### config.mk
export PLATFORM = sky130hd
export DESIGN_NAME = credential_table_flat
export DESIGN_NICKNAME = d
export VERILOG_FILES = /design/src/design/ct_pkg.sv /design/src/design/ct_req_if.sv /design/src/design/ct_rsp_if.sv /design/src/design/ct_dp.sv /design/src/design/ct_ctrl.sv /design/src/design/credential_table.sv /design/src/flat_wrapper.sv
export SDC_FILE = /design/constraint.sdc
export NUM_CORES = 2
export LEC_CHECK = 0
export ABC_CLOCK_PERIOD_IN_PS = 10150
export BUFFER_PORTS_ARGS = -buffer_cell sky130_fd_sc_hd__buf_2
export CAP_MARGIN = 20
export CORE_ASPECT_RATIO = 0.5
export CORE_MARGIN = 2
export CORE_UTILIZATION = 44
export CTS_BUF_LIST = sky130_fd_sc_hd__clkbuf_8
export DETAILED_ROUTE_END_ITERATION = 8
export GPL_TIMING_DRIVEN = 0
export PLACE_DENSITY = 0.56
export SLEW_MARGIN = 40
export SYNTH_ARGS = -nofsm -noshare
export SYNTH_HDL_FRONTEND = slang
export SYNTH_SLANG_ARGS = --single-unit
### constraint.sdc
create_clock -name clk_i -period 10.15 [get_ports clk_i]
set_clock_uncertainty 0.05 [all_clocks]
set_input_delay 3.045 -clock clk_i [delete_from_list [all_inputs] [get_ports clk_i]]
set_output_delay 3.045 -clock clk_i [all_outputs]
set_load 0.005 [all_outputs]
### src/design/ct_pkg.sv
package ct_pkg;

  // Byte words are fixed at eight characters.
  localparam int unsigned WordChars = 8;
  localparam int unsigned WordBits  = 8 * WordChars;

  typedef enum logic [1:0] {
    OP_ADD    = 2'd0,
    OP_REMOVE = 2'd1,
    OP_FIND   = 2'd2,
    OP_CHECK  = 2'd3
  } op_e;

  typedef enum logic [2:0] {
    STS_OK        = 3'd0,
    STS_EXISTS    = 3'd1,
    STS_FORMAT    = 3'd2,
    STS_FULL      = 3'd3,
    STS_NAME_LONG = 3'd4,
    STS_PASS_LONG = 3'd5,
    STS_NOT_FOUND = 3'd6
  } status_e;

  // Commands from the controller to the datapath.
  typedef struct packed {
    logic    start;       // latch the request, rewind the scan
    logic    scan_rd;     // read the next entry of the scan
    logic    append;      // write the request at the end, bump the count
    logic    remove_hit;  // remember the hit slot, drop the count
    logic    move_rd;     // read the last entry
    logic    move_wr;     // write the last entry into the hit slot
    logic    res_set;     // capture the result fields
    status_e res_status;
    logic    res_found;   // result index is the compared slot
    logic    res_check;   // result match is the password compare
    logic    out_load;    // load the output register
  } cmd_t;

  // Status from the datapath to the controller.
  typedef struct packed {
    op_e  op;
    logic full;
    logic empty;
    logic len_zero;
    logic name_long;
    logic pass_long;
    logic name_ok;
    logic hit;
    logic last;
  } sts_t;

  // Clear every byte at or beyond len.
  function automatic logic [WordBits-1:0] keep_bytes(logic [WordBits-1:0] word,
                                                     logic [7:0] len);
    logic [WordBits-1:0] res;
    res = '0;
    for (int i = 0; i < WordChars; i++) begin
      if (len > 8'(i)) begin
        res[8*i +: 8] = word[8*i +: 8];
      end
    end
    return res;
  endfunction

endpackage

### src/design/ct_req_if.sv
interface ct_req_if import ct_pkg::*; ();
  logic                valid;
  logic                ready;
  logic [1:0]          operation;
  logic [WordBits-1:0] user_name;
  logic [7:0]          name_length;
  logic [WordBits-1:0] secret;
  logic [7:0]          secret_length;

  modport source (
    output valid, operation, user_name, name_length, secret, secret_length,
    input  ready
  );
  modport sink (
    input  valid, operation, user_name, name_length, secret, secret_length,
    output ready
  );
endinterface

### src/design/ct_rsp_if.sv
interface ct_rsp_if import ct_pkg::*; ();
  logic       valid;
  logic       ready;
  logic [2:0] status;
  logic [3:0] entry_index;
  logic       matched;
  logic [4:0] entry_count;

  modport source (
    output valid, status, entry_index, matched, entry_count,
    input  ready
  );
  modport sink (
    input  valid, status, entry_index, matched, entry_count,
    output ready
  );
endinterface

### src/design/ct_dp.sv
module ct_dp import ct_pkg::*; #(
  parameter int unsigned MAX_ENTRIES  = 16,
  parameter int unsigned NAME_CHARS   = 8,
  parameter int unsigned SECRET_CHARS = 8
) (
  input  logic                clk_i,
  input  logic                rst_ni,
  input  cmd_t                cmd_i,
  output sts_t                sts_o,
  input  logic [1:0]          operation_i,
  input  logic [WordBits-1:0] user_name_i,
  input  logic [7:0]          name_length_i,
  input  logic [WordBits-1:0] secret_i,
  input  logic [7:0]          secret_length_i,
  output logic [2:0]          status_o,
  output logic [3:0]          entry_index_o,
  output logic                matched_o,
  output logic [4:0]          entry_count_o
);

  localparam int unsigned NW = 8 * NAME_CHARS;
  localparam int unsigned SW = 8 * SECRET_CHARS;
  localparam int unsigned EW = NW + SW;
  localparam int unsigned CW = $clog2(MAX_ENTRIES + 1);
  localparam int unsigned IW = (MAX_ENTRIES > 1) ? $clog2(MAX_ENTRIES) : 1;

  logic [WordBits-1:0] name_mask, sec_mask;
  logic [NW-1:0]       name_q;
  logic [SW-1:0]       sec_q;
  logic [7:0]          nlen_q, slen_q;
  op_e                 op_q;

  logic [CW-1:0]       count_q, count_d;
  logic [CW-1:0]       idx_q;
  logic [IW-1:0]       pidx_q, pos_q;
  logic                pend_q;
  logic                rd_go;

  logic [EW-1:0]       mem_q [MAX_ENTRIES];
  logic [EW-1:0]       rd_data_q;
  logic                mem_we;
  logic [IW-1:0]       mem_wa, mem_ra;
  logic [EW-1:0]       mem_wd;
  logic                mem_re;

  status_e             res_status_q;
  logic [IW-1:0]       res_idx_q;
  logic                res_matched_q;
  logic                secret_ok, sec_equal;

  logic [IW+3:0]       idx_ext;
  logic [CW+4:0]       cnt_ext;

  assign name_mask = keep_bytes(user_name_i, name_length_i);
  assign sec_mask  = keep_bytes(secret_i, secret_length_i);

  // Request latch.
  always_ff @(posedge clk_i) begin
    if (cmd_i.start) begin
      op_q   <= op_e'(operation_i);
      name_q <= name_mask[NW-1:0];
      sec_q  <= sec_mask[SW-1:0];
      nlen_q <= name_length_i;
      slen_q <= secret_length_i;
    end
  end

  assign rd_go = cmd_i.scan_rd && (idx_q != count_q);

  always_comb begin
    count_d = count_q;
    if (cmd_i.append) begin
      count_d = count_q + CW'(1);
    end else if (cmd_i.remove_hit) begin
      count_d = count_q - CW'(1);
    end
  end

  // Scan pointer and entry count.
  always_ff @(posedge clk_i or negedge rst_ni) begin
    if (!rst_ni) begin
      count_q <= '0;
      idx_q   <= '0;
      pend_q  <= 1'b0;
    end else begin
      count_q <= count_d;
      pend_q  <= rd_go;
      if (cmd_i.start) begin
        idx_q <= '0;
      end else if (rd_go) begin
        idx_q <= idx_q + CW'(1);
      end
    end
  end

  always_ff @(posedge clk_i) begin
    if (rd_go) begin
      pidx_q <= idx_q[IW-1:0];
    end
    if (cmd_i.remove_hit) begin
      pos_q <= pidx_q;
    end
  end

  // Entry memory: name in the high part, password in the low part.
  always_comb begin
    mem_we = cmd_i.append || cmd_i.move_wr;
    mem_wa = cmd_i.append ? count_q[IW-1:0] : pos_q;
    mem_wd = cmd_i.append ? {name_q, sec_q} : rd_data_q;
    mem_re = rd_go || cmd_i.move_rd;
    mem_ra = cmd_i.move_rd ? count_q[IW-1:0] : idx_q[IW-1:0];
  end

  always_ff @(posedge clk_i) begin
    if (mem_we) begin
      mem_q[mem_wa] <= mem_wd;
    end
    if (mem_re) begin
      rd_data_q <= mem_q[mem_ra];
    end
  end

  assign secret_ok = (slen_q != 8'd0) && (slen_q <= 8'(SECRET_CHARS));
  assign sec_equal = (rd_data_q[SW-1:0] == sec_q);

  always_comb begin
    sts_o.op        = op_q;
    sts_o.full      = (count_q == CW'(MAX_ENTRIES));
    sts_o.empty     = (count_q == '0);
    sts_o.len_zero  = (nlen_q == 8'd0) || (slen_q == 8'd0);
    sts_o.name_long = (nlen_q > 8'(NAME_CHARS));
    sts_o.pass_long = (slen_q > 8'(SECRET_CHARS));
    sts_o.name_ok   = (nlen_q != 8'd0) && (nlen_q <= 8'(NAME_CHARS));
    sts_o.hit       = pend_q && (rd_data_q[EW-1 -: NW] == name_q);
    sts_o.last      = pend_q && (CW'(pidx_q) == (count_q - CW'(1)));
  end

  always_ff @(posedge clk_i) begin
    if (cmd_i.res_set) begin
      res_status_q  <= cmd_i.res_status;
      res_idx_q     <= cmd_i.res_found ? pidx_q : '0;
      res_matched_q <= cmd_i.res_check && secret_ok && sec_equal;
    end
  end

  assign idx_ext = {4'd0, res_idx_q};
  assign cnt_ext = {5'd0, count_q};

  // Output register.
  always_ff @(posedge clk_i) begin
    if (cmd_i.out_load) begin
      status_o      <= res_status_q;
      entry_index_o <= idx_ext[3:0];
      matched_o     <= res_matched_q;
      entry_count_o <= cnt_ext[4:0];
    end
  end

endmodule

### src/design/ct_ctrl.sv
module ct_ctrl import ct_pkg::*; (
  input  logic clk_i,
  input  logic rst_ni,
  input  logic req_valid_i,
  output logic req_ready_o,
  output logic rsp_valid_o,
  input  logic rsp_ready_i,
  input  sts_t sts_i,
  output cmd_t cmd_o
);

  typedef enum logic [6:0] {
    S_IDLE    = 7'b0000001,
    S_EVAL    = 7'b0000010,
    S_SCAN    = 7'b0000100,
    S_APPEND  = 7'b0001000,
    S_MOVE_RD = 7'b0010000,
    S_MOVE_WR = 7'b0100000,
    S_DONE    = 7'b1000000
  } state_e;

  state_e state_q, state_d;
  logic   out_valid_q, out_valid_d;

  assign req_ready_o = (state_q == S_IDLE);
  assign rsp_valid_o = out_valid_q;

  always_comb begin
    state_d     = state_q;
    cmd_o       = '0;
    out_valid_d = out_valid_q && !rsp_ready_i;
    case (state_q)
      S_IDLE: begin
        if (req_valid_i) begin
          cmd_o.start = 1'b1;
          state_d     = S_EVAL;
        end
      end
      S_EVAL: begin
        cmd_o.res_set = 1'b1;
        state_d       = S_DONE;
        if (sts_i.op == OP_ADD) begin
          if (sts_i.full) begin
            cmd_o.res_status = STS_FULL;
          end else if (sts_i.len_zero) begin
            cmd_o.res_status = STS_FORMAT;
          end else if (sts_i.name_long) begin
            cmd_o.res_status = STS_NAME_LONG;
          end else if (sts_i.pass_long) begin
            cmd_o.res_status = STS_PASS_LONG;
          end else if (sts_i.empty) begin
            cmd_o.res_set = 1'b0;
            state_d       = S_APPEND;
          end else begin
            cmd_o.res_set = 1'b0;
            cmd_o.scan_rd = 1'b1;
            state_d       = S_SCAN;
          end
        end else if (!sts_i.name_ok || sts_i.empty) begin
          cmd_o.res_status = (sts_i.op == OP_CHECK) ? STS_OK : STS_NOT_FOUND;
        end else begin
          cmd_o.res_set = 1'b0;
          cmd_o.scan_rd = 1'b1;
          state_d       = S_SCAN;
        end
      end
      S_SCAN: begin
        if (sts_i.hit) begin
          cmd_o.res_set = 1'b1;
          state_d       = S_DONE;
          case (sts_i.op)
            OP_ADD: cmd_o.res_status = STS_EXISTS;
            OP_REMOVE: begin
              cmd_o.remove_hit = 1'b1;
              state_d          = S_MOVE_RD;
            end
            OP_FIND:  cmd_o.res_found = 1'b1;
            OP_CHECK: cmd_o.res_check = 1'b1;
            default: ;
          endcase
        end else if (sts_i.last) begin
          if (sts_i.op == OP_ADD) begin
            state_d = S_APPEND;
          end else begin
            cmd_o.res_set    = 1'b1;
            cmd_o.res_status = (sts_i.op == OP_CHECK) ? STS_OK : STS_NOT_FOUND;
            state_d          = S_DONE;
          end
        end else begin
          cmd_o.scan_rd = 1'b1;
        end
      end
      S_APPEND: begin
        cmd_o.append  = 1'b1;
        cmd_o.res_set = 1'b1;
        state_d       = S_DONE;
      end
      S_MOVE_RD: begin
        cmd_o.move_rd = 1'b1;
        state_d       = S_MOVE_WR;
      end
      S_MOVE_WR: begin
        cmd_o.move_wr = 1'b1;
        state_d       = S_DONE;
      end
      S_DONE: begin
        if (!out_valid_q || rsp_ready_i) begin
          cmd_o.out_load = 1'b1;
          out_valid_d    = 1'b1;
          state_d        = S_IDLE;
        end
      end
      default: state_d = S_IDLE;
    endcase
  end

  always_ff @(posedge clk_i or negedge rst_ni) begin
    if (!rst_ni) begin
      state_q     <= S_IDLE;
      out_valid_q <= 1'b0;
    end else begin
      state_q     <= state_d;
      out_valid_q <= out_valid_d;
    end
  end

endmodule

### src/design/credential_table.sv
// Sequence: an early reject goes from request transfer through evaluate to the output
//   register; a scan reads entries in order, and a remove hit adds a move read and write.
// Requests: one at a time; the next request is taken once the result is in the output
//   register, even while that result still waits for its transfer.
// Reset: clears the entry count, the controller and the output valid; the entry memory
//   is not cleared, since only entries below the count are ever read.
module credential_table import ct_pkg::*; #(
  parameter int unsigned MAX_ENTRIES  = 16,
  parameter int unsigned NAME_CHARS   = 8,
  parameter int unsigned SECRET_CHARS = 8
) (
  input logic      clk_i,
  input logic      rst_ni,
  ct_req_if.sink   req_i,
  ct_rsp_if.source rsp_o
);

  // Command and status between the sequencer and the table datapath.
  cmd_t cmd;
  sts_t sts;

  // The controller walks one request through evaluate, scan, append or
  // swap-remove, and finally loads the output register.
  ct_ctrl u_ctrl (
    .clk_i       (clk_i),
    .rst_ni      (rst_ni),
    .req_valid_i (req_i.valid),
    .req_ready_o (req_i.ready),
    .rsp_valid_o (rsp_o.valid),
    .rsp_ready_i (rsp_o.ready),
    .sts_i       (sts),
    .cmd_o       (cmd)
  );

  // The datapath holds the packed entry memory, the count, the scan
  // pointer with its registered memory read, and the result registers.
  ct_dp #(
    .MAX_ENTRIES  (MAX_ENTRIES),
    .NAME_CHARS   (NAME_CHARS),
    .SECRET_CHARS (SECRET_CHARS)
  ) u_dp (
    .clk_i           (clk_i),
    .rst_ni          (rst_ni),
    .cmd_i           (cmd),
    .sts_o           (sts),
    .operation_i     (req_i.operation),
    .user_name_i     (req_i.user_name),
    .name_length_i   (req_i.name_length),
    .secret_i        (req_i.secret),
    .secret_length_i (req_i.secret_length),
    .status_o        (rsp_o.status),
    .entry_index_o   (rsp_o.entry_index),
    .matched_o       (rsp_o.matched),
    .entry_count_o   (rsp_o.entry_count)
  );

endmodule
### src/flat_wrapper.sv
// flat-port wrapper written by rule: the top's interface ports become plain ports
module credential_table_flat import ct_pkg::*;
#(
  parameter int unsigned MAX_ENTRIES  = 16,
  parameter int unsigned NAME_CHARS   = 8,
  parameter int unsigned SECRET_CHARS = 8
)
  (clk_i, rst_ni, req_i_valid, req_i_operation, req_i_user_name, req_i_name_length, req_i_secret, req_i_secret_length, req_i_ready, rsp_o_valid, rsp_o_status, rsp_o_entry_index, rsp_o_matched, rsp_o_entry_count, rsp_o_ready);
  ct_req_if req_i_i ();
  ct_rsp_if rsp_o_i ();
  input logic clk_i;
  input logic rst_ni;
  input wire logic [$bits(req_i_i.valid)-1:0] req_i_valid;
  input wire logic [$bits(req_i_i.operation)-1:0] req_i_operation;
  input wire logic [$bits(req_i_i.user_name)-1:0] req_i_user_name;
  input wire logic [$bits(req_i_i.name_length)-1:0] req_i_name_length;
  input wire logic [$bits(req_i_i.secret)-1:0] req_i_secret;
  input wire logic [$bits(req_i_i.secret_length)-1:0] req_i_secret_length;
  output wire logic [$bits(req_i_i.ready)-1:0] req_i_ready;
  output wire logic [$bits(rsp_o_i.valid)-1:0] rsp_o_valid;
  output wire logic [$bits(rsp_o_i.status)-1:0] rsp_o_status;
  output wire logic [$bits(rsp_o_i.entry_index)-1:0] rsp_o_entry_index;
  output wire logic [$bits(rsp_o_i.matched)-1:0] rsp_o_matched;
  output wire logic [$bits(rsp_o_i.entry_count)-1:0] rsp_o_entry_count;
  input wire logic [$bits(rsp_o_i.ready)-1:0] rsp_o_ready;
  assign req_i_i.valid = req_i_valid;
  assign req_i_i.operation = req_i_operation;
  assign req_i_i.user_name = req_i_user_name;
  assign req_i_i.name_length = req_i_name_length;
  assign req_i_i.secret = req_i_secret;
  assign req_i_i.secret_length = req_i_secret_length;
  assign req_i_ready = req_i_i.ready;
  assign rsp_o_valid = rsp_o_i.valid;
  assign rsp_o_status = rsp_o_i.status;
  assign rsp_o_entry_index = rsp_o_i.entry_index;
  assign rsp_o_matched = rsp_o_i.matched;
  assign rsp_o_entry_count = rsp_o_i.entry_count;
  assign rsp_o_i.ready = rsp_o_ready;
  credential_table #(.MAX_ENTRIES(MAX_ENTRIES), .NAME_CHARS(NAME_CHARS), .SECRET_CHARS(SECRET_CHARS)) u_core (.clk_i(clk_i), .rst_ni(rst_ni), .req_i(req_i_i), .rsp_o(rsp_o_i));
endmodule
==> impl_results.md <==
* Leak pwr at 37.3 nW
* Synth top area share at 75.0%
* I/O Buffers at between 150 and 200
* Syn_area_per_cell at around 14 sq um
* Die area at between 200000 and 250000 sq um
* Iter 0 DRT Violations at around 8100
* Overall Global Routing Usage at around 28%
* Vias in the first global route at 58100
* Global route overflow at 0
* Setup crit start: u_core.u_ctrl.state_q[5]$_DFFE_PN0P_
* Nets at about 7700
* Routed len/inst at roughly 29 um
* Final HPWL DP at 214 mm
* Largest cells by area after synthesis: edfxtp_1 75%, nand2_1 7.1%, nand3_1 2.6%
* FF-to-FF path depth at 11
* Fillers at 17900
* Hold Path End: u_core.u_dp.status_o[1]$_DFFE_PP_
* Post-cts repair resize count at 0
* Dominant cell type by area after synthesis: edfxtp_1
* Met3 GRT Util at under 10%
* Slew Limit Fails at 0
* Global route hottest layer: met2
* Compound-Gate Fraction of Synth Area at about 6.0%
* Status: finished, final reports clean
* Critical Path RT at approximately 7.1 ns
* Post-synth cell types at 63
* Fraction of layout cells with a size suffix above 1 at about an eighth
* Minimum clock period at around 6.0 ns
* Post-synth EDFFs at 2351
* Max Clk Rate at roughly 170 MHz
* Sequential-to-total area share from yosys stat at about three quarters
* Vias at 61500
* H-tree Lvls at 5
* Peak VDD IR at about 89 uV
* YS warnings at 0
* Final hold vios at 0
* Pre-CTS WS at 4.29 ns
* Cells after Synth at around 7000
* Fin crit share at 58.9%
* CP max FO at 6
* Global-route wire length before repair at roughly 430 mm
* Synth Area in XOR/XNOR at under 10%
* DRT antenna net count at 0
* Synth Flop Type: edfxtp_1
* Simple-Gate Fraction of Synth Area at between 10% and 20%
* Worst-Margin Slew at approximately 0.93 ns
* Final setup fails at 0
* Core outline area at roughly 210000 sq um
* Final TNS setup at 0 ns
* Post-CTS Setup Repair Bufs at 0
* # rows at roughly 120
* Cts hold-fix bufs at 0
* Post-route worst setup slack at ~4.2 ns
* Synthesized cell area at around 94000 sq um
* HP Class: register to register
* Worst setup SP type: register
* Largest net degree at the start of global routing at 53
* Syn_nets at 6971
* Multiplexer share of the synthesized area at under 10%
* Die height at about 330 um
* Area growth syn-to-layout at 15.9%
* Reg2reg setup slack at approximately 5.2 ns
* Hold_sp: u_core.u_dp.res_status_q[1]$_DFFE_PP_
* WS Path Type: register to output pin
* RSZ-0062 raised after global routing: no
* Max-cap violations at 0
* Max clock buf depth at 4
* Hold depth at 0
* # DRC at 0
* Reg-to-Reg End: u_core.u_dp.rd_data_q[123]$_DFFE_PP_
* GP Congestion at 0.899
* Clock-pin slew on the worst setup and hold paths at ~0.07 ns
* Main combinational cell family by area after synthesis: simple AND/OR/NAND/NOR gates
* IO Count at between 150 and 200
* Root Driver: clkbuf_8
* Flops & latches, synth at 2370
* P per Cell Area at about 170 nW/um^2
* CTS tree: yes
* DR pass1 iterations at 6
* Worst Path Arrival at roughly 2.9 ns
* Die width at roughly 660 um
* Met2 Track Usage GR at between 40% and 50%
* Synth Area in Adders at less than 1%
* Clock latency at the later pin of the worst-skew pair at approximately 0.96 ns
* Drt total wl at roughly 300 mm
* Slew HR at a little under two fifths
* Setup crit end kind: output pin
* Initial Util at between 40% and 50%
* Initial antenna violation count at 20
* CTS Buf Count at around 350
* Asr flop ratio synth at 0.802%
* Clk sink count at 2370
* Worst r2r src: u_core.u_ctrl.state_q[5]$_DFFE_PN0P_
* M1 GR Usage at about two fifths
* Via density at between 5 and 6
* Util after Layout at 51.5%
sequential cells by signal, indices dropped and copies added (netlist names), 5 cells and up:
name	flops
u_core.u_dp.nlen_q	8
u_core.u_dp.slen_q	8
u_core.u_dp.sec_q	64
u_core.u_dp.name_q	64
u_core.u_dp.count_q	5
u_core.u_ctrl.state_q	7
u_core.u_dp.mem_q	2048
u_core.u_dp.entry_count_o	5
u_core.u_dp.idx_q	5
u_core.u_dp.rd_data_q	128
placed cells by master, fill, tap and decap left out, drive strengths merged, types with 93 or more instances in the layout:
cell	instances
a211oi	237
a22oi	108
a31oi	232
and3	244
buf	519
clkbuf	645
clkinv	110
edfxtp	2351
inv	170
nand2	1791
nand3	484
nand4	132
nor2b	94
o21ai	165
xor2	93
critical path, cell delays in order, from the launching register on:
cell and delay (ns):
dfrtp_1 0.43, or4_1 0.51, buf_2 0.19, nor4b_2 0.39, buf_2 0.27, buf_2 0.14
worst max path at each step:
stage | to | slack (ns) | depth (start not counted)
2_1_floorplan | u_core.u_dp.mem_q[0][0]$_DFFE_PP_ | 1.96 | 7
3_3_place_gp | u_core.u_dp.mem_q[0][99]$_DFFE_PP_ | -6.37 | 7
3_5_place_dp | u_core.u_dp.sec_q[17]$_SDFFCE_PP0P_ | 4.29 | 6
4_1_cts | req_i_ready | 4.14 | 5
5_1_grt | req_i_ready | 4.07 | 5
6_report | req_i_ready | 4.17 | 5
cell usage after synthesis (26+ instances only):
master and count:
a31oi_1 232, nand2_1 1791, buf_1 27, nand3_1 484
clkbuf_1 282, nor2_1 38, nor2b_1 94, nor4_1 36
edfxtp_1 2351, mux4_2 31, nand2b_1 26, o21ai_0 57
a22oi_1 108, o21ai_1 108, and3_1 244, nand4_1 132
a211oi_1 237, xor2_1 93, buf_2 110, inv_1 39
mux2i_1 29, and2_1 45
where the power goes:
| group | total (mW) | internal [mW] | switching [mW] |
|---|---|---|---|
| sequential | 10.8 | 10.7 | 0.0886 |
| clock | 7.06 | 3.36 | 3.69 |
| combinational | 0.346 | 0.0996 | 0.246 |
per-stage QoR:
stage / hold WS [ns] / total power, mW / cell area (sq um) / std cells
2_1_floorplan: 0.350 / 11.1 / 94100 / 6813
3_5_place_dp: 0.363 / 11.4 / 103000 / 10000
5_1_grt: 0.389 / 18.7 / 109000 / 10700
4_1_cts: 0.382 / 18.3 / 109000 / 10600
3_3_place_gp: 0.354 / 11.4 / 98500 / 9820
6_report: 0.381 / 18.2 / 109000 / 10700
layout make-up:
| cell class | instances | area (sq um) | share of cell area [%] |
|---|---|---|---|
| flip-flops and latches | 2370 | 71100 | 65.2 |
| plain buffers | 428 | 1840 | 1.68 |
| inverters | 39 | 154 | 0.141 |
| repair buffers | 375 | 4870 | 4.47 |
| diodes | 15 | 37.5 | 0.0344 |
| clock inverters | 249 | 1100 | 1.01 |
| well taps | 2843 | 3560 | 3.26 |
| clock buffers | 361 | 4970 | 4.56 |
| multi-input cells | 3976 | 21400 | 19.7 |
kinds of logic after synthesis:
group,count (synthesis)
AND/OR/NAND/NOR,2957
flip-flops,2370
AO/OA/AOI/OAI,838
buffers and inverters,467
XOR/XNOR,110
multiplexers,63
adder cells (fa/ha/maj),8
per-layer routing:
metal	up-vias	part of all wire, %
li1	27000	-
met1	31000	42
met2	2988	45
met3	531	8.9
met4	6	4.1
met5	-	0.013
Note: power is estimated with default switching activity, not from simulation.
